`src/radix_digit_converter_core_macros.svh`:
```
// Assertion macros shared by the radix digit converter RTL.
// Included by the top level; has no other dependencies.
`ifndef RADIX_DIGIT_CONVERTER_CORE_MACROS_SVH
`define RADIX_DIGIT_CONVERTER_CORE_MACROS_SVH

// The consequent must hold in the same cycle as the antecedent.
`define RDC_ASSERT_SAME(lbl, clk, rst_n, ante, cons) \
	lbl: assert property (@(posedge clk) disable iff (!rst_n) (ante) |-> (cons)) \
		else $error("rdc assertion failed in the same cycle");

// The consequent must hold in the cycle after the antecedent.
`define RDC_ASSERT_NEXT(lbl, clk, rst_n, ante, cons) \
	lbl: assert property (@(posedge clk) disable iff (!rst_n) (ante) |=> (cons)) \
		else $error("rdc assertion failed one cycle later");

`endif

```
`src/rdc_pkg.sv`:
```
// Package for the radix digit converter: widths, sequencer states,
// reciprocal table for the divider and the digit glyph function. No dependencies.
`default_nettype none
package rdc_pkg;

	localparam int VALUE_W        = 31;
	localparam int RADIX_W        = 5;
	localparam int DIGIT_W        = 4;
	localparam int CHAR_W         = 7;
	localparam int MULT_W         = 32;
	localparam int PROD_W         = VALUE_W + MULT_W;
	localparam int MAX_DIGITS_DEF = 32;

	localparam logic [RADIX_W-1:0] RADIX_RESET = 5'd10;
	localparam logic [RADIX_W-1:0] RADIX_MIN   = 5'd2;
	localparam logic [RADIX_W-1:0] RADIX_MAX   = 5'd16;

	localparam logic [CHAR_W-1:0] CHAR_ZERO = 7'h30;
	localparam logic [CHAR_W-1:0] CHAR_A    = 7'h41;

	typedef enum logic [2:0] {
		ST_IDLE,
		ST_MUL,
		ST_WB,
		ST_POP,
		ST_SEND
	} state_t;

	// Shift code: the quotient is the product shifted right by 32 + code.
	typedef struct packed {
		logic [MULT_W-1:0] mult;
		logic [1:0]        shift;
	} recip_t;

	// Rounded-up reciprocal 2^(31+ceil(log2 b)) / b, exact for every 31-bit dividend.
	function automatic recip_t recip_lookup(input logic [RADIX_W-1:0] base);
		recip_t r;
		unique case (base)
			5'd2:    r = '{mult: 32'd2147483648, shift: 2'd0};
			5'd3:    r = '{mult: 32'd2863311531, shift: 2'd1};
			5'd4:    r = '{mult: 32'd2147483648, shift: 2'd1};
			5'd5:    r = '{mult: 32'd3435973837, shift: 2'd2};
			5'd6:    r = '{mult: 32'd2863311531, shift: 2'd2};
			5'd7:    r = '{mult: 32'd2454267027, shift: 2'd2};
			5'd8:    r = '{mult: 32'd2147483648, shift: 2'd2};
			5'd9:    r = '{mult: 32'd3817748708, shift: 2'd3};
			5'd10:   r = '{mult: 32'd3435973837, shift: 2'd3};
			5'd11:   r = '{mult: 32'd3123612579, shift: 2'd3};
			5'd12:   r = '{mult: 32'd2863311531, shift: 2'd3};
			5'd13:   r = '{mult: 32'd2643056798, shift: 2'd3};
			5'd14:   r = '{mult: 32'd2454267027, shift: 2'd3};
			5'd15:   r = '{mult: 32'd2290649225, shift: 2'd3};
			default: r = '{mult: 32'd2147483648, shift: 2'd3};
		endcase
		return r;
	endfunction

	function automatic logic [CHAR_W-1:0] glyph(input logic [DIGIT_W-1:0] d);
		logic [CHAR_W-1:0] c;
		if (d < 4'd10) begin
			c = CHAR_ZERO + CHAR_W'(d);
		end else begin
			c = CHAR_A + CHAR_W'(d - 4'd10);
		end
		return c;
	endfunction

endpackage
`default_nettype wire

```
`src/rdc_divider.sv`:
```
// Shared divider: divides a 31-bit value by a base of 2 to 16 with a
// reciprocal multiply in the start cycle and a shift and remainder fix in the next.
// Depends on rdc_pkg.
`default_nettype none
module rdc_divider (
	input  wire logic                            clk,
	input  wire logic                            arst_n,
	input  wire logic                            start,
	input  wire logic [rdc_pkg::VALUE_W-1:0]     dividend,
	input  wire logic [rdc_pkg::RADIX_W-1:0]     base,
	output logic                                 done,
	output logic [rdc_pkg::VALUE_W-1:0]          quotient,
	output logic [rdc_pkg::DIGIT_W-1:0]          remainder
);

	rdc_pkg::recip_t                    recip;
	logic [rdc_pkg::PROD_W-1:0]         product_s1;
	logic [1:0]                         shift_s1;
	logic [rdc_pkg::RADIX_W-1:0]        base_s1;
	logic [rdc_pkg::RADIX_W-1:0]        dividend_lo_s1;
	logic                               done_s1;
	logic [rdc_pkg::RADIX_W-1:0]        qb_lo;
	logic [rdc_pkg::RADIX_W-1:0]        rem_full;

	assign recip = rdc_pkg::recip_lookup(base);

	always_ff @(posedge clk or negedge arst_n) begin
		if (!arst_n) begin
			done_s1 <= 1'b0;
		end else begin
			done_s1 <= start;
		end
	end

	always_ff @(posedge clk) begin
		if (start) begin
			product_s1     <= rdc_pkg::PROD_W'(dividend) * rdc_pkg::PROD_W'(recip.mult);
			shift_s1       <= recip.shift;
			base_s1        <= base;
			dividend_lo_s1 <= dividend[rdc_pkg::RADIX_W-1:0];
		end
	end

	always_comb begin
		unique case (shift_s1)
			2'd0:    quotient = product_s1[rdc_pkg::PROD_W-1:32];
			2'd1:    quotient = {1'b0, product_s1[rdc_pkg::PROD_W-1:33]};
			2'd2:    quotient = {2'b00, product_s1[rdc_pkg::PROD_W-1:34]};
			default: quotient = {3'b000, product_s1[rdc_pkg::PROD_W-1:35]};
		endcase
	end

	// The remainder is below sixteen, so the low five bits of n - q * b suffice.
	assign qb_lo     = rdc_pkg::RADIX_W'(quotient[rdc_pkg::RADIX_W-1:0] * base_s1);
	assign rem_full  = dividend_lo_s1 - qb_lo;
	assign remainder = rem_full[rdc_pkg::DIGIT_W-1:0];
	assign done      = done_s1;

endmodule
`default_nettype wire

```
`src/rdc_digit_stack.sv`:
```
// Digit stack memory: one write port and one read port with registered
// read data. Depends on rdc_pkg.
`default_nettype none
module rdc_digit_stack #(
	parameter int DEPTH = rdc_pkg::MAX_DIGITS_DEF,
	localparam int AW   = $clog2(DEPTH)
) (
	input  wire logic                          clk,
	input  wire logic                          we,
	input  wire logic [AW-1:0]                 waddr,
	input  wire logic [rdc_pkg::DIGIT_W-1:0]   wdata,
	input  wire logic                          re,
	input  wire logic [AW-1:0]                 raddr,
	output logic [rdc_pkg::DIGIT_W-1:0]        rdata
);

	logic [rdc_pkg::DIGIT_W-1:0] mem_q [DEPTH];
	logic [rdc_pkg::DIGIT_W-1:0] rdata_q;

	always_ff @(posedge clk) begin
		if (we) begin
			mem_q[waddr] <= wdata;
		end
	end

	always_ff @(posedge clk) begin
		if (re) begin
			rdata_q <= mem_q[raddr];
		end
	end

	assign rdata = rdata_q;

endmodule
`default_nettype wire

```
`src/radix_digit_converter_core.sv`:
```
// Radix digit converter top level: sequencer, radix register, shared divider
// and digit stack. Depends on rdc_pkg, rdc_divider, rdc_digit_stack and the macro header.
//
//   channel  | dir | payload
//   ---------+-----+------------------------------------------------
//   s_*      | in  | tdata[30:0] value
//   m_*      | out | tdata[6:0] digit_char, tlast last_digit
//   cfg_*    | in  | cfg_wdata[4:0] radix
//
// A value is accepted in the idle state. Each digit then passes the divider in a multiply
// and a write-back state (reciprocal multiply, then quotient and remainder), and a pop
// and a send state to pop and present it; output stalls hold the send state.
// A zero value is accepted and yields no beat; the block is ready again next cycle.
// Reset clears the sequencer and sets the radix to ten.
`default_nettype none
`include "radix_digit_converter_core_macros.svh"
module radix_digit_converter_core #(
	parameter int MAX_DIGITS = rdc_pkg::MAX_DIGITS_DEF
) (
	input  wire logic                            clk,
	input  wire logic                            arst_n,
	input  wire logic                            s_tvalid,
	output logic                                 s_tready,
	input  wire logic [31:0]                     s_tdata,   // [30:0] value
	output logic                                 m_tvalid,
	input  wire logic                            m_tready,
	output logic [7:0]                           m_tdata,   // [6:0] digit_char
	output logic                                 m_tlast,   // last_digit
	input  wire logic                            cfg_we,
	input  wire logic [rdc_pkg::RADIX_W-1:0]     cfg_wdata  // [4:0] radix
);

	localparam int AW = $clog2(MAX_DIGITS);
	localparam int CW = $clog2(MAX_DIGITS + 1);

	rdc_pkg::state_t                    state_q;
	rdc_pkg::state_t                    state_nxt;
	logic [rdc_pkg::RADIX_W-1:0]        radix_q;
	logic [rdc_pkg::VALUE_W-1:0]        n_q;
	logic [CW-1:0]                      cnt_q;
	logic [CW-1:0]                      cnt_inc;
	logic [CW-1:0]                      cnt_dec;
	logic                               in_beat;
	logic                               out_beat;
	logic                               div_start;
	logic                               div_done;
	logic [rdc_pkg::VALUE_W-1:0]        div_quot;
	logic [rdc_pkg::DIGIT_W-1:0]        div_rem;
	logic                               stk_we;
	logic                               stk_re;
	logic [rdc_pkg::DIGIT_W-1:0]        stk_rdata;

	assign in_beat  = s_tvalid && s_tready;
	assign out_beat = m_tvalid && m_tready;
	assign cnt_inc  = cnt_q + CW'(1);
	assign cnt_dec  = cnt_q - CW'(1);

	always_ff @(posedge clk or negedge arst_n) begin
		if (!arst_n) begin
			radix_q <= rdc_pkg::RADIX_RESET;
		end else if (cfg_we) begin
			if (cfg_wdata < rdc_pkg::RADIX_MIN) begin
				radix_q <= rdc_pkg::RADIX_MIN;
			end else if (cfg_wdata > rdc_pkg::RADIX_MAX) begin
				radix_q <= rdc_pkg::RADIX_MAX;
			end else begin
				radix_q <= cfg_wdata;
			end
		end
	end

	always_comb begin
		state_nxt = state_q;
		unique case (state_q)
			rdc_pkg::ST_IDLE: begin
				if (in_beat && (s_tdata[rdc_pkg::VALUE_W-1:0] != '0)) begin
					state_nxt = rdc_pkg::ST_MUL;
				end
			end
			rdc_pkg::ST_MUL: begin
				state_nxt = rdc_pkg::ST_WB;
			end
			rdc_pkg::ST_WB: begin
				if (div_done) begin
					if ((div_quot == '0) || (cnt_inc == CW'(MAX_DIGITS))) begin
						state_nxt = rdc_pkg::ST_POP;
					end else begin
						state_nxt = rdc_pkg::ST_MUL;
					end
				end
			end
			rdc_pkg::ST_POP: begin
				state_nxt = rdc_pkg::ST_SEND;
			end
			rdc_pkg::ST_SEND: begin
				if (m_tready) begin
					if (cnt_q == '0) begin
						state_nxt = rdc_pkg::ST_IDLE;
					end else begin
						state_nxt = rdc_pkg::ST_POP;
					end
				end
			end
			default: state_nxt = rdc_pkg::ST_IDLE;
		endcase
	end

	always_comb begin
		s_tready  = 1'b0;
		m_tvalid  = 1'b0;
		div_start = 1'b0;
		stk_we    = 1'b0;
		stk_re    = 1'b0;
		unique case (state_q)
			rdc_pkg::ST_IDLE: s_tready  = 1'b1;
			rdc_pkg::ST_MUL:  div_start = 1'b1;
			rdc_pkg::ST_WB:   stk_we    = div_done;
			rdc_pkg::ST_POP:  stk_re    = 1'b1;
			rdc_pkg::ST_SEND: m_tvalid  = 1'b1;
			default: begin
			end
		endcase
	end

	always_ff @(posedge clk or negedge arst_n) begin
		if (!arst_n) begin
			state_q <= rdc_pkg::ST_IDLE;
			cnt_q   <= '0;
		end else begin
			state_q <= state_nxt;
			if (in_beat) begin
				cnt_q <= '0;
			end else if (stk_we) begin
				cnt_q <= cnt_inc;
			end else if (stk_re) begin
				cnt_q <= cnt_dec;
			end
		end
	end

	always_ff @(posedge clk) begin
		if (in_beat) begin
			n_q <= s_tdata[rdc_pkg::VALUE_W-1:0];
		end else if (stk_we) begin
			n_q <= div_quot;
		end
	end

	rdc_divider u_divider (
		.clk       (clk),
		.arst_n    (arst_n),
		.start     (div_start),
		.dividend  (n_q),
		.base      (radix_q),
		.done      (div_done),
		.quotient  (div_quot),
		.remainder (div_rem)
	);

	rdc_digit_stack #(
		.DEPTH (MAX_DIGITS)
	) u_stack (
		.clk   (clk),
		.we    (stk_we),
		.waddr (cnt_q[AW-1:0]),
		.wdata (div_rem),
		.re    (stk_re),
		.raddr (cnt_dec[AW-1:0]),
		.rdata (stk_rdata)
	);

	assign m_tdata = {1'b0, rdc_pkg::glyph(stk_rdata)};
	assign m_tlast = (cnt_q == '0);

	`RDC_ASSERT_SAME(a_no_accept_while_sending, clk, arst_n, m_tvalid, !s_tready)
	`RDC_ASSERT_NEXT(a_nonzero_starts_divide, clk, arst_n,
		in_beat && (s_tdata[rdc_pkg::VALUE_W-1:0] != '0), div_start)
	`RDC_ASSERT_NEXT(a_last_returns_idle, clk, arst_n, out_beat && m_tlast, s_tready)
	`RDC_ASSERT_SAME(a_remainder_below_radix, clk, arst_n, div_done,
		rdc_pkg::RADIX_W'(div_rem) < radix_q)

endmodule
`default_nettype wire

```
`config.mk`:
```
export PLATFORM = sky130hd
export DESIGN_NAME = radix_digit_converter_core
export DESIGN_NICKNAME = d
export VERILOG_FILES = /design/src/rdc_pkg.sv /design/src/rdc_divider.sv /design/src/rdc_digit_stack.sv /design/src/radix_digit_converter_core.sv
export VERILOG_INCLUDE_DIRS = /design/src /design/src/src
export SDC_FILE = /design/constraint.sdc
export NUM_CORES = 2
export LEC_CHECK = 0
export BUFFER_PORTS_ARGS = -buffer_cell sky130_fd_sc_hd__buf_4
export CAP_MARGIN = 40
export CORE_MARGIN = 1.5
export CORE_UTILIZATION = 40
export CTS_CLUSTER_DIAMETER = 60
export CTS_CLUSTER_SIZE = 16
export DETAILED_ROUTE_END_ITERATION = 12
export MAX_ROUTING_LAYER = met4
export SLEW_MARGIN = 30
export SYNTH_ARGS = -nofsm -noshare
export SYNTH_HDL_FRONTEND = slang
export SYNTH_SLANG_ARGS = --single-unit
```
`constraint.sdc`:
```
create_clock -name clk -period 12.4 [get_ports clk]
set_input_delay 2.48 -clock clk [delete_from_list [all_inputs] [get_ports clk]]
set_output_delay 2.48 -clock clk [all_outputs]
set_load 0.005 [all_outputs]
```
==> metrics.md <==
| Metric | Value |
|---|---|
| First-pass GRT wire length | 178200 um |
| Post-synthesis mux area share | 3.838% |
| Mean Syn Cell Area | 10.41 um2 |
| Yosys Warn Count | 0 |
| Fmax | 0.09199 GHz |
| Setup CP Type | flop to flop |
| Clk buf depth | 3 |
| Mapped Cells | 3807 |
| Fin crit period | 10.87 ns |
| # resized after CTS | 0 |
| Clock Tree Root | clkbuf_16 |
| Netlist cell types | 74 |
| Worst setup EP type | flop |
| Number of global-route vias before repair | 28520 |
| IO Port Bufs | 50 |
| WP data required | 12.75 ns |
| Synth Area in XOR/XNOR | 1.128% |
| Max stage delay on crit path | 0.83 ns |
| Most used DFF post-synth | edfxtp_1 |
| CTS Sinks | 219 |
| Starting Density | 40.31% |
| HPWL after detailed placement | 96020 um |
| Die height | 317.7 um |
| DRC violations left | 0 |
| Worst Tran Pin Value | 0.9536 ns |
| Total Wirelength | 116800 um |
| Most used cell, CP | fa_1 |
| Grt ovf | 0 |
| Adder-cell share of the synthesized area | 51.96% |
| Syn_nets | 4992 |
| Cell Area, Placed | 41890 um2 |
| Total track usage | 24.48% |
| Hold WC Path Type | flop to flop |
| Via count | 26640 |
| Main combinational cell family by area after synthesis | adder cells |
| TritonCTS buffer count | 17 |
| Hold bufs inserted after CTS | 0 |
| Critical Path Fanout Max | 11 |
| Vias per cell | 5.206 |
| Post-CTS setup repair buffer count | 0 |
| Clock-pin slew on the worst setup and hold paths | 0.08 ns |
| GP Congestion | 0.9410 |
| Clock Latency Late Sink | 0.52 ns |
| DR pass1 iterations | 6 |
| Final Hold Vio Count | 0 |
| Post-synthesis simple-gate area fraction | 11.96% |
| Seq/Total Area, Yosys | 16.42% |
| EDFF count, synth | 204 |
| DRT antenna net count | 0 |
| #FFs+latches synth | 219 |
| Area of the multi-input gates | 29170 um2 |
| Post-synthesis async set-or-reset flop share | 6.849% |
| # rows | 115 |
| Die W | 317.7 um |
| Startpoint Class | flop |
| Crit path arrival time | 11.22 ns |
| Worst hold slack | 0.5985 ns |
| Status | finished clean |
| RSZ-0062 raised after global routing | no |
| Max_cap viols | 0 |
| Commonest non-fill, non-tap cell in the layout | inv_1 |
| H-tree levels | 1 |
| Most frequent cells in the layout | 945 x inv_1, 837 x fa_1, 356 x nand2_1 |
| Synth Area in Compound Gates | 4.302% |
| Area delta synth->final | 7.116% |
| Initial antenna violation count | 7 |
| Finished Cell Area | 42430 um2 |
| Pin count of the biggest net entering global routing | 62 |
| Clock skew | 0.03521 ns |
| Slowest cell on the critical path | a311oi_4 |
| Iter 0 DRT Violations | 2053 |
| CTS tree | done |
| WL/cell | 22.82 um |
| Reg area | 6505 um2 |
| Final setup violation count | 0 |
| Nets | 4999 |
| Area of the core | 98280 um2 |
| Post-Syn Area | 39610 um2 |
| Fin Setup TNS | 0 ns |
| Fin. max-slew vios | 0 |
| Top-Level Pins | 53 |
| Period utilisation layout | 87.67% |
| Slew HR | 36.43% |
| FILL cells | 9456 |
| Die area | 100900 um2 |
| Share of layout cells above drive strength 1 | 7.111% |
cells in the mapped netlist, drive strengths merged, types with 5 or more instances:
cell type / instances / area share (%)
nor4: 12 / 0.19
mux4: 40 / 2.3
ha: 306 / 9.7
nand3: 22 / 0.28
nor3: 24 / 0.30
fa: 837 / 42
mux2i: 27 / 0.68
nor2b: 8 / 0.13
edfxtp: 204 / 15
o21a: 11 / 0.21
xor2: 17 / 0.38
dfrtp: 13 / 0.82
a211oi: 5 / 0.11
a21o: 48 / 0.91
nor2: 97 / 0.93
nand2b: 9 / 0.14
or2: 11 / 0.17
nand4b: 5 / 0.11
a31oi: 7 / 0.11
clkbuf: 130 / 1.2
xnor2: 34 / 0.75
a21boi: 5 / 0.095
mux2: 31 / 0.88
nand4: 21 / 0.33
o21ai: 70 / 0.88
and2: 332 / 5.2
buf: 14 / 0.17
nand2: 356 / 3.4
a311oi: 6 / 0.15
and3: 5 / 0.092
nand3b: 10 / 0.19
a21oi: 79 / 1.0
inv: 946 / 9.0
o21bai: 5 / 0.095
critical path, delay by kind of cell (launching register included):
| kind | cells | cell delay, ns |
|---|---|---|
| adders and majority gates | 10 | 4.73 |
| AOI/OAI and AO/OA | 6 | 2.36 |
| and+or+nand+nor | 8 | 2.31 |
| buffers and inverters | 4 | 0.70 |
| DFF | 1 | 0.58 |
cells by family (layout without fill, tap and decap cells):
| kind of cell | count (synthesis) | after routing |
|---|---|---|
| xor gates and xnor gates | 51 | 51 |
| other | 1 | 6 |
| adders and majority gates | 1143 | 1143 |
| buffers and inverters | 1092 | 1110 |
| and+or+nand+nor | 935 | 935 |
| AOI/OAI and AO/OA | 268 | 268 |
| muxes | 98 | 98 |
| DFF | 219 | 219 |
area by class of cell:
type                            count  area share (%)
Tap cell                         1287           3.795
Inverter                          948           8.386
Clock buffer                       28           1.100
Multi-Input combinational cell   2496           68.75
Sequential cell                   219           15.33
Clock inverter                      2         0.03833
Timing Repair Buffer              132           2.568
Antenna cell                        5         0.02949
final timing paths:
check,startpoint,endpoint,slack [ns],depth (start not counted)
hold reg to reg,cnt_q[5],cnt_q[5],0.60,2
max in group asynchronous,arst_n,radix_q[1],10.32,1
setup reg to reg,radix_q[0],u_divider.product_s1[62],1.53,28
hold / removal,cnt_q[5],cnt_q[5],0.60,2
min in group asynchronous,arst_n,radix_q[0],1.83,1
setup / recovery,radix_q[0],u_divider.product_s1[62],1.53,28
registers in the layout, summed over array words and instances (netlist names):
name / count
u_divider.base_s1: 4
n_q: 31
u_divider.product_s1: 31
u_stack.rdata: 4
u_divider.shift_s1: 2
u_divider.dividend_lo_s1: 4
u_stack.mem_q: 128
radix_q: 5
u_divider.done: 1
state_q: 3
cnt_q: 6
per-stage QoR:
step,setup WS (ns),utilization [%],std cells
after global placement,1.410,42.39,5061
final,1.529,43.18,5117
after global routing,1.264,43.17,5113
after CTS,1.277,43.12,5109
after floorplan,3.485,-,3807
after detailed placement,1.314,42.63,5079
layer usage:
metal / part of all wire, % / global-route usage [%]
met2: 47 / 38.71
met4: 3.4 / 7.051
met5: 0 / -
met3: 8.8 / 4.999
met1: 40 / 31.92
Power is left out: the tool's default activity adds up to more than one toggle a clock period on the data nets, which glitch-free logic cannot reach.
